==> src/hdl/anps_pkg.sv <==
`timescale 1ns / 1ps
package anps_pkg;

    localparam logic [7:0] OP_ADD   = 8'd43;
    localparam logic [7:0] OP_SUB   = 8'd45;
    localparam logic [7:0] OP_MUL   = 8'd42;
    localparam logic [7:0] OP_DIV   = 8'd47;
    localparam logic [7:0] OP_PRIME = 8'd112;

    localparam logic [1:0] ST_OK       = 2'd0;
    localparam logic [1:0] ST_DIVZERO  = 2'd1;
    localparam logic [1:0] ST_OVERFLOW = 2'd2;
    localparam logic [1:0] ST_UNKNOWN  = 2'd3;

    localparam int QUEUE_DEPTH_DEF = 2;

    typedef struct packed {
        logic [7:0]         req_type;
        logic signed [31:0] operand_b;
        logic signed [15:0] operand_c;
    } req_t;

    typedef struct packed {
        logic signed [31:0] answer;
        logic [1:0]         status;
    } rsp_t;

    typedef enum logic [2:0] {
        OPC_ADD,
        OPC_SUB,
        OPC_MUL,
        OPC_DIV,
        OPC_PRIME,
        OPC_UNKNOWN
    } opc_t;

    typedef struct packed {
        opc_t               opc;
        logic signed [31:0] b;
        logic signed [15:0] c;
    } job_t;

    typedef struct packed {
        logic        start;
        logic [31:0] dividend;
        logic [31:0] divisor;
    } div_req_t;

    typedef struct packed {
        logic        done;
        logic [31:0] quotient;
        logic [31:0] remainder;
    } div_rsp_t;

    typedef enum logic [2:0] {
        S_IDLE,
        S_EXEC,
        S_DIV_WAIT,
        S_PR_CAND,
        S_PR_DIV,
        S_DONE
    } state_t;

endpackage

==> src/hdl/anps_front.sv <==
`timescale 1ns / 1ps
module anps_front
    import anps_pkg::*;
#(
    parameter int QUEUE_DEPTH = QUEUE_DEPTH_DEF
) (
    input  logic clk,
    input  logic rst_n,
    input  logic push,
    output logic full,
    input  req_t req,
    output logic job_valid,
    input  logic job_take,
    output job_t job
);

    localparam int PW = (QUEUE_DEPTH > 1) ? $clog2(QUEUE_DEPTH) : 1;
    localparam int CW = $clog2(QUEUE_DEPTH + 1);
    localparam logic [PW-1:0] LAST = PW'(QUEUE_DEPTH - 1);
    localparam logic [CW-1:0] FULL_CNT = CW'(QUEUE_DEPTH);

    job_t          q_reg [QUEUE_DEPTH];
    logic [PW-1:0] wr_ptr_reg, wr_ptr_next;
    logic [PW-1:0] rd_ptr_reg, rd_ptr_next;
    logic [CW-1:0] count_reg, count_next;
    job_t          job_in;
    logic          do_wr;
    logic          do_rd;

    // Classify the opcode on the way in
    always_comb
    begin
        job_in.b = req.operand_b;
        job_in.c = req.operand_c;
        case (req.req_type)
            OP_ADD:   job_in.opc = OPC_ADD;
            OP_SUB:   job_in.opc = OPC_SUB;
            OP_MUL:   job_in.opc = OPC_MUL;
            OP_DIV:   job_in.opc = OPC_DIV;
            OP_PRIME: job_in.opc = OPC_PRIME;
            default:  job_in.opc = OPC_UNKNOWN;
        endcase
    end

    assign full      = (count_reg == FULL_CNT);
    assign job_valid = (count_reg != '0);
    assign job       = q_reg[rd_ptr_reg];
    assign do_wr     = push && !full;
    assign do_rd     = job_take && job_valid;

    always_comb
    begin
        wr_ptr_next = wr_ptr_reg;
        rd_ptr_next = rd_ptr_reg;
        count_next  = count_reg;
        if (do_wr)
        begin
            wr_ptr_next = (wr_ptr_reg == LAST) ? '0 : wr_ptr_reg + 1'b1;
        end
        if (do_rd)
        begin
            rd_ptr_next = (rd_ptr_reg == LAST) ? '0 : rd_ptr_reg + 1'b1;
        end
        if (do_wr && !do_rd)
        begin
            count_next = count_reg + 1'b1;
        end
        else if (do_rd && !do_wr)
        begin
            count_next = count_reg - 1'b1;
        end
    end

    always_ff @(posedge clk or negedge rst_n)
    begin
        if (!rst_n)
        begin
            wr_ptr_reg <= '0;
            rd_ptr_reg <= '0;
            count_reg  <= '0;
        end
        else
        begin
            wr_ptr_reg <= wr_ptr_next;
            rd_ptr_reg <= rd_ptr_next;
            count_reg  <= count_next;
        end
    end

    always_ff @(posedge clk)
    begin
        if (do_wr)
        begin
            q_reg[wr_ptr_reg] <= job_in;
        end
    end

endmodule

==> src/hdl/anps_divu.sv <==
`timescale 1ns / 1ps
module anps_divu
    import anps_pkg::*;
(
    input  logic     clk,
    input  logic     rst_n,
    input  div_req_t dreq,
    output div_rsp_t drsp
);

    logic [31:0] rem_reg, rem_next;
    logic [31:0] quo_reg, quo_next;
    logic [31:0] dsr_reg, dsr_next;
    logic [5:0]  cnt_reg, cnt_next;
    logic        done_reg, done_next;
    logic [32:0] shifted;
    logic [32:0] trial;

    // One quotient bit a cycle, restoring
    always_comb
    begin
        shifted   = {rem_reg, quo_reg[31]};
        trial     = shifted - {1'b0, dsr_reg};
        rem_next  = rem_reg;
        quo_next  = quo_reg;
        dsr_next  = dsr_reg;
        cnt_next  = cnt_reg;
        done_next = 1'b0;
        if (dreq.start)
        begin
            rem_next = '0;
            quo_next = dreq.dividend;
            dsr_next = dreq.divisor;
            cnt_next = 6'd32;
        end
        else if (cnt_reg != '0)
        begin
            if (!trial[32])
            begin
                rem_next = trial[31:0];
                quo_next = {quo_reg[30:0], 1'b1};
            end
            else
            begin
                rem_next = shifted[31:0];
                quo_next = {quo_reg[30:0], 1'b0};
            end
            cnt_next  = cnt_reg - 1'b1;
            done_next = (cnt_reg == 6'd1);
        end
    end

    always_ff @(posedge clk or negedge rst_n)
    begin
        if (!rst_n)
        begin
            cnt_reg  <= '0;
            done_reg <= 1'b0;
        end
        else
        begin
            cnt_reg  <= cnt_next;
            done_reg <= done_next;
        end
    end

    always_ff @(posedge clk)
    begin
        rem_reg <= rem_next;
        quo_reg <= quo_next;
        dsr_reg <= dsr_next;
    end

    assign drsp.done      = done_reg;
    assign drsp.quotient  = quo_reg;
    assign drsp.remainder = rem_reg;

endmodule

==> src/hdl/anps_back.sv <==
`timescale 1ns / 1ps
module anps_back
    import anps_pkg::*;
(
    input  logic     clk,
    input  logic     rst_n,
    input  logic     job_valid,
    output logic     job_take,
    input  job_t     job,
    output div_req_t dreq,
    input  div_rsp_t drsp,
    output logic     empty,
    input  logic     pop,
    output rsp_t     rsp
);

    state_t      state_reg, state_next;
    opc_t        opc_reg, opc_next;
    logic [31:0] b_reg, b_next;
    logic [15:0] c_reg, c_next;
    logic [31:0] x_reg, x_next;
    logic [15:0] found_reg, found_next;
    logic [16:0] d_reg, d_next;
    logic [32:0] sq_reg, sq_next;
    logic        neg_reg, neg_next;
    logic [31:0] ans_reg, ans_next;
    logic [1:0]  st_reg, st_next;
    rsp_t        res_reg, res_next;
    logic        res_valid_reg, res_valid_next;

    logic [31:0] c_ext;
    logic [31:0] mag_b;
    logic [31:0] mag_c;
    logic [31:0] mul_lo;
    logic        is_prime;
    logic        is_comp;
    logic        slot_free;

    assign c_ext     = {{16{c_reg[15]}}, c_reg};
    assign mag_b     = b_reg[31] ? (~b_reg + 1'b1) : b_reg;
    assign mag_c     = c_ext[31] ? (~c_ext + 1'b1) : c_ext;
    assign mul_lo    = b_reg * c_ext;
    assign slot_free = !res_valid_reg || pop;

    // Candidate classification without a division
    always_comb
    begin
        is_prime = 1'b0;
        is_comp  = 1'b0;
        if (x_reg == 32'd2)
        begin
            is_prime = 1'b1;
        end
        else if (!x_reg[0])
        begin
            is_comp = 1'b1;
        end
        else if (sq_reg > {1'b0, x_reg})
        begin
            is_prime = 1'b1;
        end
    end

    always_comb
    begin
        state_next = state_reg;
        case (state_reg)
            S_IDLE:
            begin
                if (job_valid)
                begin
                    state_next = S_EXEC;
                end
            end
            S_EXEC:
            begin
                if (opc_reg == OPC_DIV && c_reg != '0
                    && !(b_reg == 32'h8000_0000 && c_reg == 16'hFFFF))
                begin
                    state_next = S_DIV_WAIT;
                end
                else if (opc_reg == OPC_PRIME && !c_reg[15])
                begin
                    state_next = S_PR_CAND;
                end
                else
                begin
                    state_next = S_DONE;
                end
            end
            S_DIV_WAIT:
            begin
                if (drsp.done)
                begin
                    state_next = S_DONE;
                end
            end
            S_PR_CAND:
            begin
                if (x_reg[31])
                begin
                    state_next = S_DONE;
                end
                else if (is_prime && found_reg == c_reg)
                begin
                    state_next = S_DONE;
                end
                else if (!is_prime && !is_comp)
                begin
                    state_next = S_PR_DIV;
                end
            end
            S_PR_DIV:
            begin
                if (drsp.done)
                begin
                    state_next = S_PR_CAND;
                end
            end
            S_DONE:
            begin
                if (slot_free)
                begin
                    state_next = S_IDLE;
                end
            end
            default: state_next = S_IDLE;
        endcase
    end

    always_comb
    begin
        opc_next       = opc_reg;
        b_next         = b_reg;
        c_next         = c_reg;
        x_next         = x_reg;
        found_next     = found_reg;
        d_next         = d_reg;
        sq_next        = sq_reg;
        neg_next       = neg_reg;
        ans_next       = ans_reg;
        st_next        = st_reg;
        res_next       = res_reg;
        res_valid_next = res_valid_reg && !pop;
        job_take       = 1'b0;
        dreq.start     = 1'b0;
        dreq.dividend  = mag_b;
        dreq.divisor   = mag_c;
        case (state_reg)
            S_IDLE:
            begin
                if (job_valid)
                begin
                    job_take = 1'b1;
                    opc_next = job.opc;
                    b_next   = job.b;
                    c_next   = job.c;
                end
            end
            S_EXEC:
            begin
                ans_next   = '0;
                st_next    = ST_OK;
                x_next     = ($signed(b_reg) < 32'sd2) ? 32'd2 : b_reg;
                found_next = '0;
                d_next     = 17'd3;
                sq_next    = 33'd9;
                neg_next   = b_reg[31] ^ c_reg[15];
                case (opc_reg)
                    OPC_ADD: ans_next = b_reg + c_ext;
                    OPC_SUB: ans_next = b_reg - c_ext;
                    OPC_MUL: ans_next = mul_lo;
                    OPC_DIV:
                    begin
                        if (c_reg == '0)
                        begin
                            st_next = ST_DIVZERO;
                        end
                        else if (b_reg == 32'h8000_0000 && c_reg == 16'hFFFF)
                        begin
                            st_next = ST_OVERFLOW;
                        end
                        else
                        begin
                            dreq.start = 1'b1;
                        end
                    end
                    OPC_PRIME:
                    begin
                        if (c_reg[15])
                        begin
                            ans_next = b_reg - 1'b1;
                        end
                    end
                    default: st_next = ST_UNKNOWN;
                endcase
            end
            S_DIV_WAIT:
            begin
                ans_next = neg_reg ? (~drsp.quotient + 1'b1) : drsp.quotient;
            end
            S_PR_CAND:
            begin
                if (x_reg[31])
                begin
                    ans_next = '0;
                    st_next  = ST_OVERFLOW;
                end
                else if (is_prime || is_comp)
                begin
                    if (is_prime && found_reg == c_reg)
                    begin
                        ans_next = x_reg;
                    end
                    else
                    begin
                        if (is_prime)
                        begin
                            found_next = found_reg + 1'b1;
                        end
                        x_next  = x_reg + 1'b1;
                        d_next  = 17'd3;
                        sq_next = 33'd9;
                    end
                end
                else
                begin
                    dreq.start    = 1'b1;
                    dreq.dividend = x_reg;
                    dreq.divisor  = {15'd0, d_reg};
                end
            end
            S_PR_DIV:
            begin
                if (drsp.done)
                begin
                    if (drsp.remainder == '0)
                    begin
                        x_next  = x_reg + 1'b1;
                        d_next  = 17'd3;
                        sq_next = 33'd9;
                    end
                    else
                    begin
                        // (d+2)^2 = d^2 + 4d + 4
                        d_next  = d_reg + 17'd2;
                        sq_next = sq_reg + {14'd0, d_reg, 2'b00} + 33'd4;
                    end
                end
            end
            S_DONE:
            begin
                if (slot_free)
                begin
                    res_next.answer = ans_reg;
                    res_next.status = st_reg;
                    res_valid_next  = 1'b1;
                end
            end
            default: ;
        endcase
    end

    always_ff @(posedge clk or negedge rst_n)
    begin
        if (!rst_n)
        begin
            state_reg     <= S_IDLE;
            res_valid_reg <= 1'b0;
        end
        else
        begin
            state_reg     <= state_next;
            res_valid_reg <= res_valid_next;
        end
    end

    always_ff @(posedge clk)
    begin
        opc_reg   <= opc_next;
        b_reg     <= b_next;
        c_reg     <= c_next;
        x_reg     <= x_next;
        found_reg <= found_next;
        d_reg     <= d_next;
        sq_reg    <= sq_next;
        neg_reg   <= neg_next;
        ans_reg   <= ans_next;
        st_reg    <= st_next;
        res_reg   <= res_next;
    end

    assign empty = !res_valid_reg;
    assign rsp   = res_reg;

endmodule

==> src/hdl/alu_with_nth_prime_search.sv <==
`timescale 1ns / 1ps
// Integer ALU with a trial-division prime search.
// Request side is a queue write port: drive req and raise push; the beat is
// taken on a clock edge with push high and full low. A short job queue
// (QUEUE_DEPTH entries) holds classified requests, so the sender keeps
// pushing while the execution side is busy.
// Result side is a queue read port: while empty is low, rsp holds the oldest
// result; raise pop to take the beat. One result per request, in order.
// Add, subtract, multiply and error cases go from the job queue through the
// IDLE, EXEC and DONE states into the result register; divide also waits in
// DIV_WAIT on one 32-step shift-subtract divider. Prime search: a candidate
// x is settled in PR_CAND if it is even, two, or has no odd divisor left up
// to sqrt x; else each odd trial divisor is tried in PR_DIV on the shared
// iterative divider, which sets the pace of a search.
// A stalled receiver holds the result register; the back end then parks its
// finished result, and the job queue fills until full rises.
// Reset (rst_n low, asynchronous) empties both queues and idles the engine.
module alu_with_nth_prime_search
    import anps_pkg::*;
#(
    parameter int QUEUE_DEPTH = QUEUE_DEPTH_DEF
) (
    input  logic clk,
    input  logic rst_n,
    input  logic push,
    output logic full,
    input  req_t req,
    output logic empty,
    input  logic pop,
    output rsp_t rsp
);

    job_t     job;
    logic     job_valid;
    logic     job_take;
    div_req_t dreq;
    div_rsp_t drsp;

    // Accept and classify, buffer jobs
    anps_front #(
        .QUEUE_DEPTH (QUEUE_DEPTH)
    ) u_front (
        .clk       (clk),
        .rst_n     (rst_n),
        .push      (push),
        .full      (full),
        .req       (req),
        .job_valid (job_valid),
        .job_take  (job_take),
        .job       (job)
    );

    // Shared divider for divide and trial division
    anps_divu u_divu (
        .clk   (clk),
        .rst_n (rst_n),
        .dreq  (dreq),
        .drsp  (drsp)
    );

    // Execute jobs and hold the result beat
    anps_back u_back (
        .clk       (clk),
        .rst_n     (rst_n),
        .job_valid (job_valid),
        .job_take  (job_take),
        .job       (job),
        .dreq      (dreq),
        .drsp      (drsp),
        .empty     (empty),
        .pop       (pop),
        .rsp       (rsp)
    );

endmodule
==> config.mk <==
export PLATFORM = sky130hd
export DESIGN_NAME = alu_with_nth_prime_search
export DESIGN_NICKNAME = d
export VERILOG_FILES = /design/src/hdl/anps_pkg.sv /design/src/hdl/anps_front.sv /design/src/hdl/anps_divu.sv /design/src/hdl/anps_back.sv /design/src/hdl/alu_with_nth_prime_search.sv
export SDC_FILE = /design/constraint.sdc
export NUM_CORES = 2
export LEC_CHECK = 0
export ABC_CLOCK_PERIOD_IN_PS = 17700
export BUFFER_PORTS_ARGS = -buffer_cell sky130_fd_sc_hd__buf_2
export CORE_MARGIN = 2
export CORE_UTILIZATION = 32
export DETAILED_ROUTE_END_ITERATION = 6
export GPL_TIMING_DRIVEN = 0
export HOLD_SLACK_MARGIN = 0.08
export PLACE_DENSITY_LB_ADDON = 0.12
export SKIP_CTS_REPAIR_TIMING = 1
export SLEW_MARGIN = 25
export SYNTH_ARGS = -nofsm -noshare
export SYNTH_HDL_FRONTEND = slang
export SYNTH_SLANG_ARGS = --single-unit
export TNS_END_PERCENT = 30
==> constraint.sdc <==
create_clock -name clk -period 17.7 [get_ports clk]
set_input_delay 0 -clock clk [delete_from_list [all_inputs] [get_ports clk]]
set_output_delay 0 -clock clk [all_outputs]
set_load 0.01 [all_outputs]
[Word-level counts from Yosys, hierarchy flattened]
Memory sizes are Yosys's and may differ from the RTL's. A register that Yosys moved wholly into a read port is not among the register bits.
Cells that the tools add are included.
Storage, ports and cells
  bits in registers: 278
  RAM bits: 102
  input bits: 60
  output and inout port bits: 36
  logic and storage cells: 201
  memories kept: 1
Memory list
  u_front.q_reg: depth 2, width 51, read ports 1, clocked after Yosys merged registers in 1, write ports 1, RTL line anps_front.sv:22  | job_t q_reg [QUEUE_DEPTH];
Operators by class
  $add $sub $neg: 17
  multiply operators: 1
  magnitude comparators: 2
  equality and inequality tests: 33
  mux-type cells: 79
  bitwise logic cells: 4
  reductions and logical operators: 44
Operator list (count)
  2-to-1 mux 32 bit: 16
  case mux 32 bit (3 select lines): 2
  2-to-1 mux 33 bit: 5
  2-to-1 mux 65 bit: 2
  adder 32 x 1 -> 32 bit, second input constant: 4
  case mux 32 bit (4 select lines): 1
  case mux 33 bit (3 select lines): 1
  NOT 32 bit: 3
  2-to-1 mux 17 bit: 5
  2-to-1 mux 16 bit: 4
  2-to-1 mux 64 bit: 1
  case mux 17 bit (3 select lines): 1
  adder 33 x 19 -> 33 bit: 1
  adder 33 x 3 -> 33 bit, second input constant: 1
  greater-than comparator 33 x 32 -> 1 bit: 1
  subtractor 33 x 32 -> 33 bit: 1
  adder 32 bit: 1
  == test 32 x 2 -> 1 bit, second input constant: 1
  == test 32 bit, second input constant: 1
  == test 8 x 6 -> 1 bit, second input constant: 4
  zero test 32 bit: 1
  less-than comparator 32 x 3 -> 1 bit, second input constant: 1
  multiplier 32 x 16 -> 32 bit: 1
  case mux 16 bit (2 select lines): 1
  other kinds (43): 120

[Logic depth before layout (Yosys ltp)]
  depth after elaboration: 10
  gate-level depth with buffers: 27
  gate-level depth less buffers: 24

[Modules after synthesis]
A second synthesis with hierarchy kept.
Unflattened totals
  cell total of the unflattened synthesis: 3951
  area total of the unflattened synthesis: 38582.0 um^2
By module, submodules not included
  anps_back: times used 1, cells each 3206, area each 28512.3 um^2, seq. area each 6526.3 um^2
  anps_divu: times used 1, cells each 557, area each 5874.4 um^2, seq. area each 2737.6 um^2
  anps_front: times used 1, cells each 188, area each 4195.3 um^2, seq. area each 3163.0 um^2

[Worst setup path after synthesis]
No wires, ideal clock.
  path type: register -> register
  from: register u_back.c_reg[15]
  to: register u_back.ans_reg[29], data pin
  setup time: 0.261 ns
  arrival time: 7.060 ns
  data required time: 17.439 ns
  setup slack: 10.379 ns
  cell stages (with the launch flop): 25
  path buffers: 3
  clock period less this slack: 7.321 ns
  path through: edfxtp_1 clkbuf_1 inv_1 buf_1 nor2_1 fa_1 fa_1 fa_1 fa_1 fa_1 inv_1 fa_1 inv_1 ha_1 clkbuf_1 a2111oi_0 o21a_1 o31ai_1 or3b_2 o221a_2 a31oi_1 xnor2_1 a21oi_1 o22ai_1 a221o_1
Between the ends
  longest elaborated chain between the ends: 3
  elaborated cells between the ends (all ways): 6
  those cells by class: 2 x add/sub; 1 x mul; 3 x mux
RTL lines
  start, declared: RTL line anps_back.sv:20  | logic [15:0] c_reg, c_next;
  start signal, assigned: RTL line anps_back.sv:282  | c_reg <= c_next;
  multiplier 32 x 16 -> 32 bit (tied with other cells): RTL line anps_back.sv:42  | assign mul_lo = b_reg * c_ext;
  case mux 32 bit (4 select lines) *: RTL line anps_back.sv:169  | case (opc_reg)
  case mux 32 bit (3 select lines) *: RTL line anps_back.sv:149  | case (state_reg)
  via u_back.ans_next[29]: RTL line anps_back.sv:26  | logic [31:0] ans_reg, ans_next;
  end signal, assigned: RTL line anps_back.sv:288  | ans_reg <= ans_next;
  end, declared: RTL line anps_back.sv:26
Mark *: on every way through the listed nets, which the timed path passes. The rest lies on a longest branch.
A chain may end at the register's enable or synchronous reset.

[Worst setup path after layout]
  from: register u_back.c_reg[4]
  to: register u_back.ans_reg[31], data pin
Between the ends
  longest elaborated chain between the ends: 3
  elaborated cells between the ends (all ways): 5
  those cells by class: 2 x add/sub; 1 x mul; 2 x mux
RTL lines (RTL line)
  multiplier 32 x 16 -> 32 bit (tied with other cells): anps_back.sv:42
  case mux 32 bit (4 select lines) *: anps_back.sv:169
  case mux 32 bit (3 select lines) *: anps_back.sv:149
  via u_back.ans_next[31]: anps_back.sv:26
Marks and branches as above.

==> summary.md <==
After detailed routing, the number of vias per cell comes to 5.10. The run finished with clean final reports. For this run, the leading register cell type out of synthesis is sky130_fd_sc_hd__edfxtp_1. The share of the synthesized area in the top cell type was 0.297.

Counting stages on the worst path, the most repeated cell is sky130_fd_sc_hd__fa_1. The worst setup path is of the flop to flop kind. Maximum net fanout on the critical path: 10. Registers take 0.0124 mm^2. After layout, the worst setup slack is 7.86 ns. Max-cap violations in this run came to 0. The run gives 137000 um as the total detailed-routing wirelength. Setup repair after global routing left no endpoint under its margin. The maximum frequency from static timing analysis came out at 102 MHz. The initial core utilization was 0.322; the synthesized area divided by synthesized cell count was 9.58 um^2.

The tools report the master cell of the clock root buffer as sky130_fd_sc_hd__clkbuf_16. The initial antenna violation count was 6. The clock reaches the later pin of the worst-skew pair after 0.62 ns.

The post-CTS clock slew at the launch and capture registers of the worst setup and hold paths works out to 0.06 ns. The area of the die is 0.123 mm^2, and the count of flip-flops with a built-in enable after synthesis is 380. The via count of the first global-routing pass is 28992.

In the post-synthesis netlist, the biggest area contributors are sky130_fd_sc_hd__edfxtp_1, sky130_fd_sc_hd__fa_1, sky130_fd_sc_hd__ha_1. The floorplan die width was 351 um. The worst setup path is captured at a flop. For this run, the number of Yosys warnings is 0. The startpoint class of the critical path was a flop. At the end of routability-driven placement, the weighted congestion stood at 0.960. In this run the worst hold path is classified as input pin to flop. Die height: 351 um.

The number of nets handed over by synthesis was 4625. In the final routed layout, each cell accounts on average for 23.2 um. The number of cells produced by synthesis is 4011, and the number of flip-flops under the largest register name is 102. The wire length of the first global-routing pass is 199000 um, and the cell row count is 127.

For the worst setup path, the data arrival time is 10.24 ns. The final critical-path share of the clock period is 0.556. For the final antenna-violating net count, the log shows 0.

The number of port buffers was 95. The run gives 0 as the final number of setup-violating endpoints. In the post-synthesis netlist, the cell with the most instances is sky130_fd_sc_hd__inv_1.

Entering global routing, the biggest net connects 52 pins. The number of slew-limit violations in the final report is 0. The remaining max-slew budget at the tightest pin is 0.220. The count of state elements after synthesis is 427, and the count of pins on the block boundary is 96.

At the worst endpoint, the required time is 18.11 ns. Estimated wirelength of the detail-placed design: 109000 um. The tools report the count of unresolved DRC violations after routing as 0. The net count of the finished layout is 4846.

By count the netlist is led by sky130_fd_sc_hd__inv_1, sky130_fd_sc_hd__nand2_1, sky130_fd_sc_hd__edfxtp_1. The share of synthesized area occupied by flip-flops and latches is 0.323. The measured slew at the worst slew-check pin was 1.17 ns; the largest incremental delay on the critical path was 0.81 ns.

The number of library cell types mapped by synthesis was 96; the combined area of all synthesized cells was 0.0384 mm^2. The first routing iteration left 2821 violations. The worst path in the final design needs a cycle of 9.84 ns, including I/O delays and setup. The remaining global-route overflow was 0; the clock buffer count from CTS was 49. Compared with the post-synthesis result, the final layout area differs by 13.3%. The CTS sink count is 427.

The area taken by multi-input logic gates is 0.0233 mm^2. The first TritonRoute pass finished after 6 iterations. The final route contains 30025 vias. The aggregate global-route resource usage came out at 0.221.

The core region is 0.119 mm^2. The tools report the buffer levels on the longest clock path as 3. The share of synthesized flip-flops with an asynchronous set or reset is 0.0351. The slowest stage of the critical path belongs to the cell sky130_fd_sc_hd__clkbuf_1.

Final hold violation count: 0. At the placement stage, the worst setup path has a slack of 8.03 ns. Across the routed clock network, the largest skew measured is 0.0310 ns. The fraction of the core area covered by cells at the end of the flow is 0.364. TritonCTS built the clock tree. In this run the number of H-tree levels came out at 2. The summed negative setup slack over all endpoints came out at 0 ns. The number of fillers in the final layout is 12324.

Top cell type by total area after synthesis: sky130_fd_sc_hd__edfxtp_1. Share of post-route cells with drive strength above 1: 0.0770.
[layer usage]
layer / track usage / share of wire
met1: 0.330 / 0.48
met2: 0.334 / 0.43
met3: 0.0362 / 0.069
met4: 0.0503 / 0.022
met5: 0 / 0.000088
[path summary, 6_finish.rpt]
check | from | end | slack [ns] | cells past startpoint
max | u_back.c_reg[4]$_DFFE_PP_ | u_back.ans_reg[31]$_DFFE_PP_ | 7.86 | 27
min reg2reg | u_back.ans_reg[9]$_DFFE_PP_ | u_back.rsp[11]$_DFFE_PP_ | 0.42 | 0
min | req[10] | u_front.q_reg[0][10]$_DFFE_PP_ | 0.11 | 2
max reg2reg | u_back.c_reg[4]$_DFFE_PP_ | u_back.ans_reg[31]$_DFFE_PP_ | 7.86 | 27
min in group asynchronous | rst_n | u_divu.cnt_reg[4]$_DFFE_PN0P_ | 0.54 | 3
max in group asynchronous | rst_n | u_divu.done_reg$_DFF_PN0_ | 16.61 | 3
[cells by family after synthesis]
group	Yosys count	synth area share
xor+xnor	308	0.0707
fa+ha+maj	554	0.240
flops	427	0.323
compound gates	694	0.113
mux	97	0.0272
simple gates	1216	0.154
buf+inv	715	0.0713
[per-stage QoR]
stage	hold slack, ns	cells	area, um^2
floorplan	-0.296	4011	38400
global placement	-0.0373	5718	40900
detailed placement	-0.0314	5732	41200
CTS	-0.710	5822	42900
global route	0.0983	5883	43500
finish	0.110	5887	43500
[critical path, delay by kind of cell, from the launching register on]
kind | cells | cell delay [ns]
flops | 1 | 0.32
compound gates | 6 | 1.27
buf+inv | 9 | 2.65
xor+xnor | 1 | 0.70
simple gates | 4 | 1.28
fa+ha+maj | 7 | 3.38
[cell type report]
class | count | area share
flip-flops and latches | 427 | 0.285
inverters | 510 | 0.0440
diodes | 4 | 0.000230
plain buffers | 205 | 0.0193
repair buffers | 170 | 0.0293
clock buffers | 59 | 0.0300
well taps | 1612 | 0.0463
multi-input cells | 2869 | 0.535
clock inverters | 31 | 0.0100
[cells in the final DEF, fill, tap and decap left out, types with 57 or more instances in the layout]
cell,count
sky130_fd_sc_hd__ha_1,247
sky130_fd_sc_hd__buf_2,112
sky130_fd_sc_hd__xnor2_1,177
sky130_fd_sc_hd__xor2_1,130
sky130_fd_sc_hd__clkbuf_1,162
sky130_fd_sc_hd__o21ai_0,205
sky130_fd_sc_hd__nand2_1,476
sky130_fd_sc_hd__dlygate4sd3_1,61
sky130_fd_sc_hd__fa_1,307
sky130_fd_sc_hd__edfxtp_1,380
sky130_fd_sc_hd__a21oi_1,165
sky130_fd_sc_hd__nor2_1,210
sky130_fd_sc_hd__mux2_2,59
sky130_fd_sc_hd__inv_1,508
sky130_fd_sc_hd__a21o_1,57
sky130_fd_sc_hd__and2_1,166
Power is not shown: default switching activity piles up to over one toggle a cycle in this logic, so the estimate is an artifact.
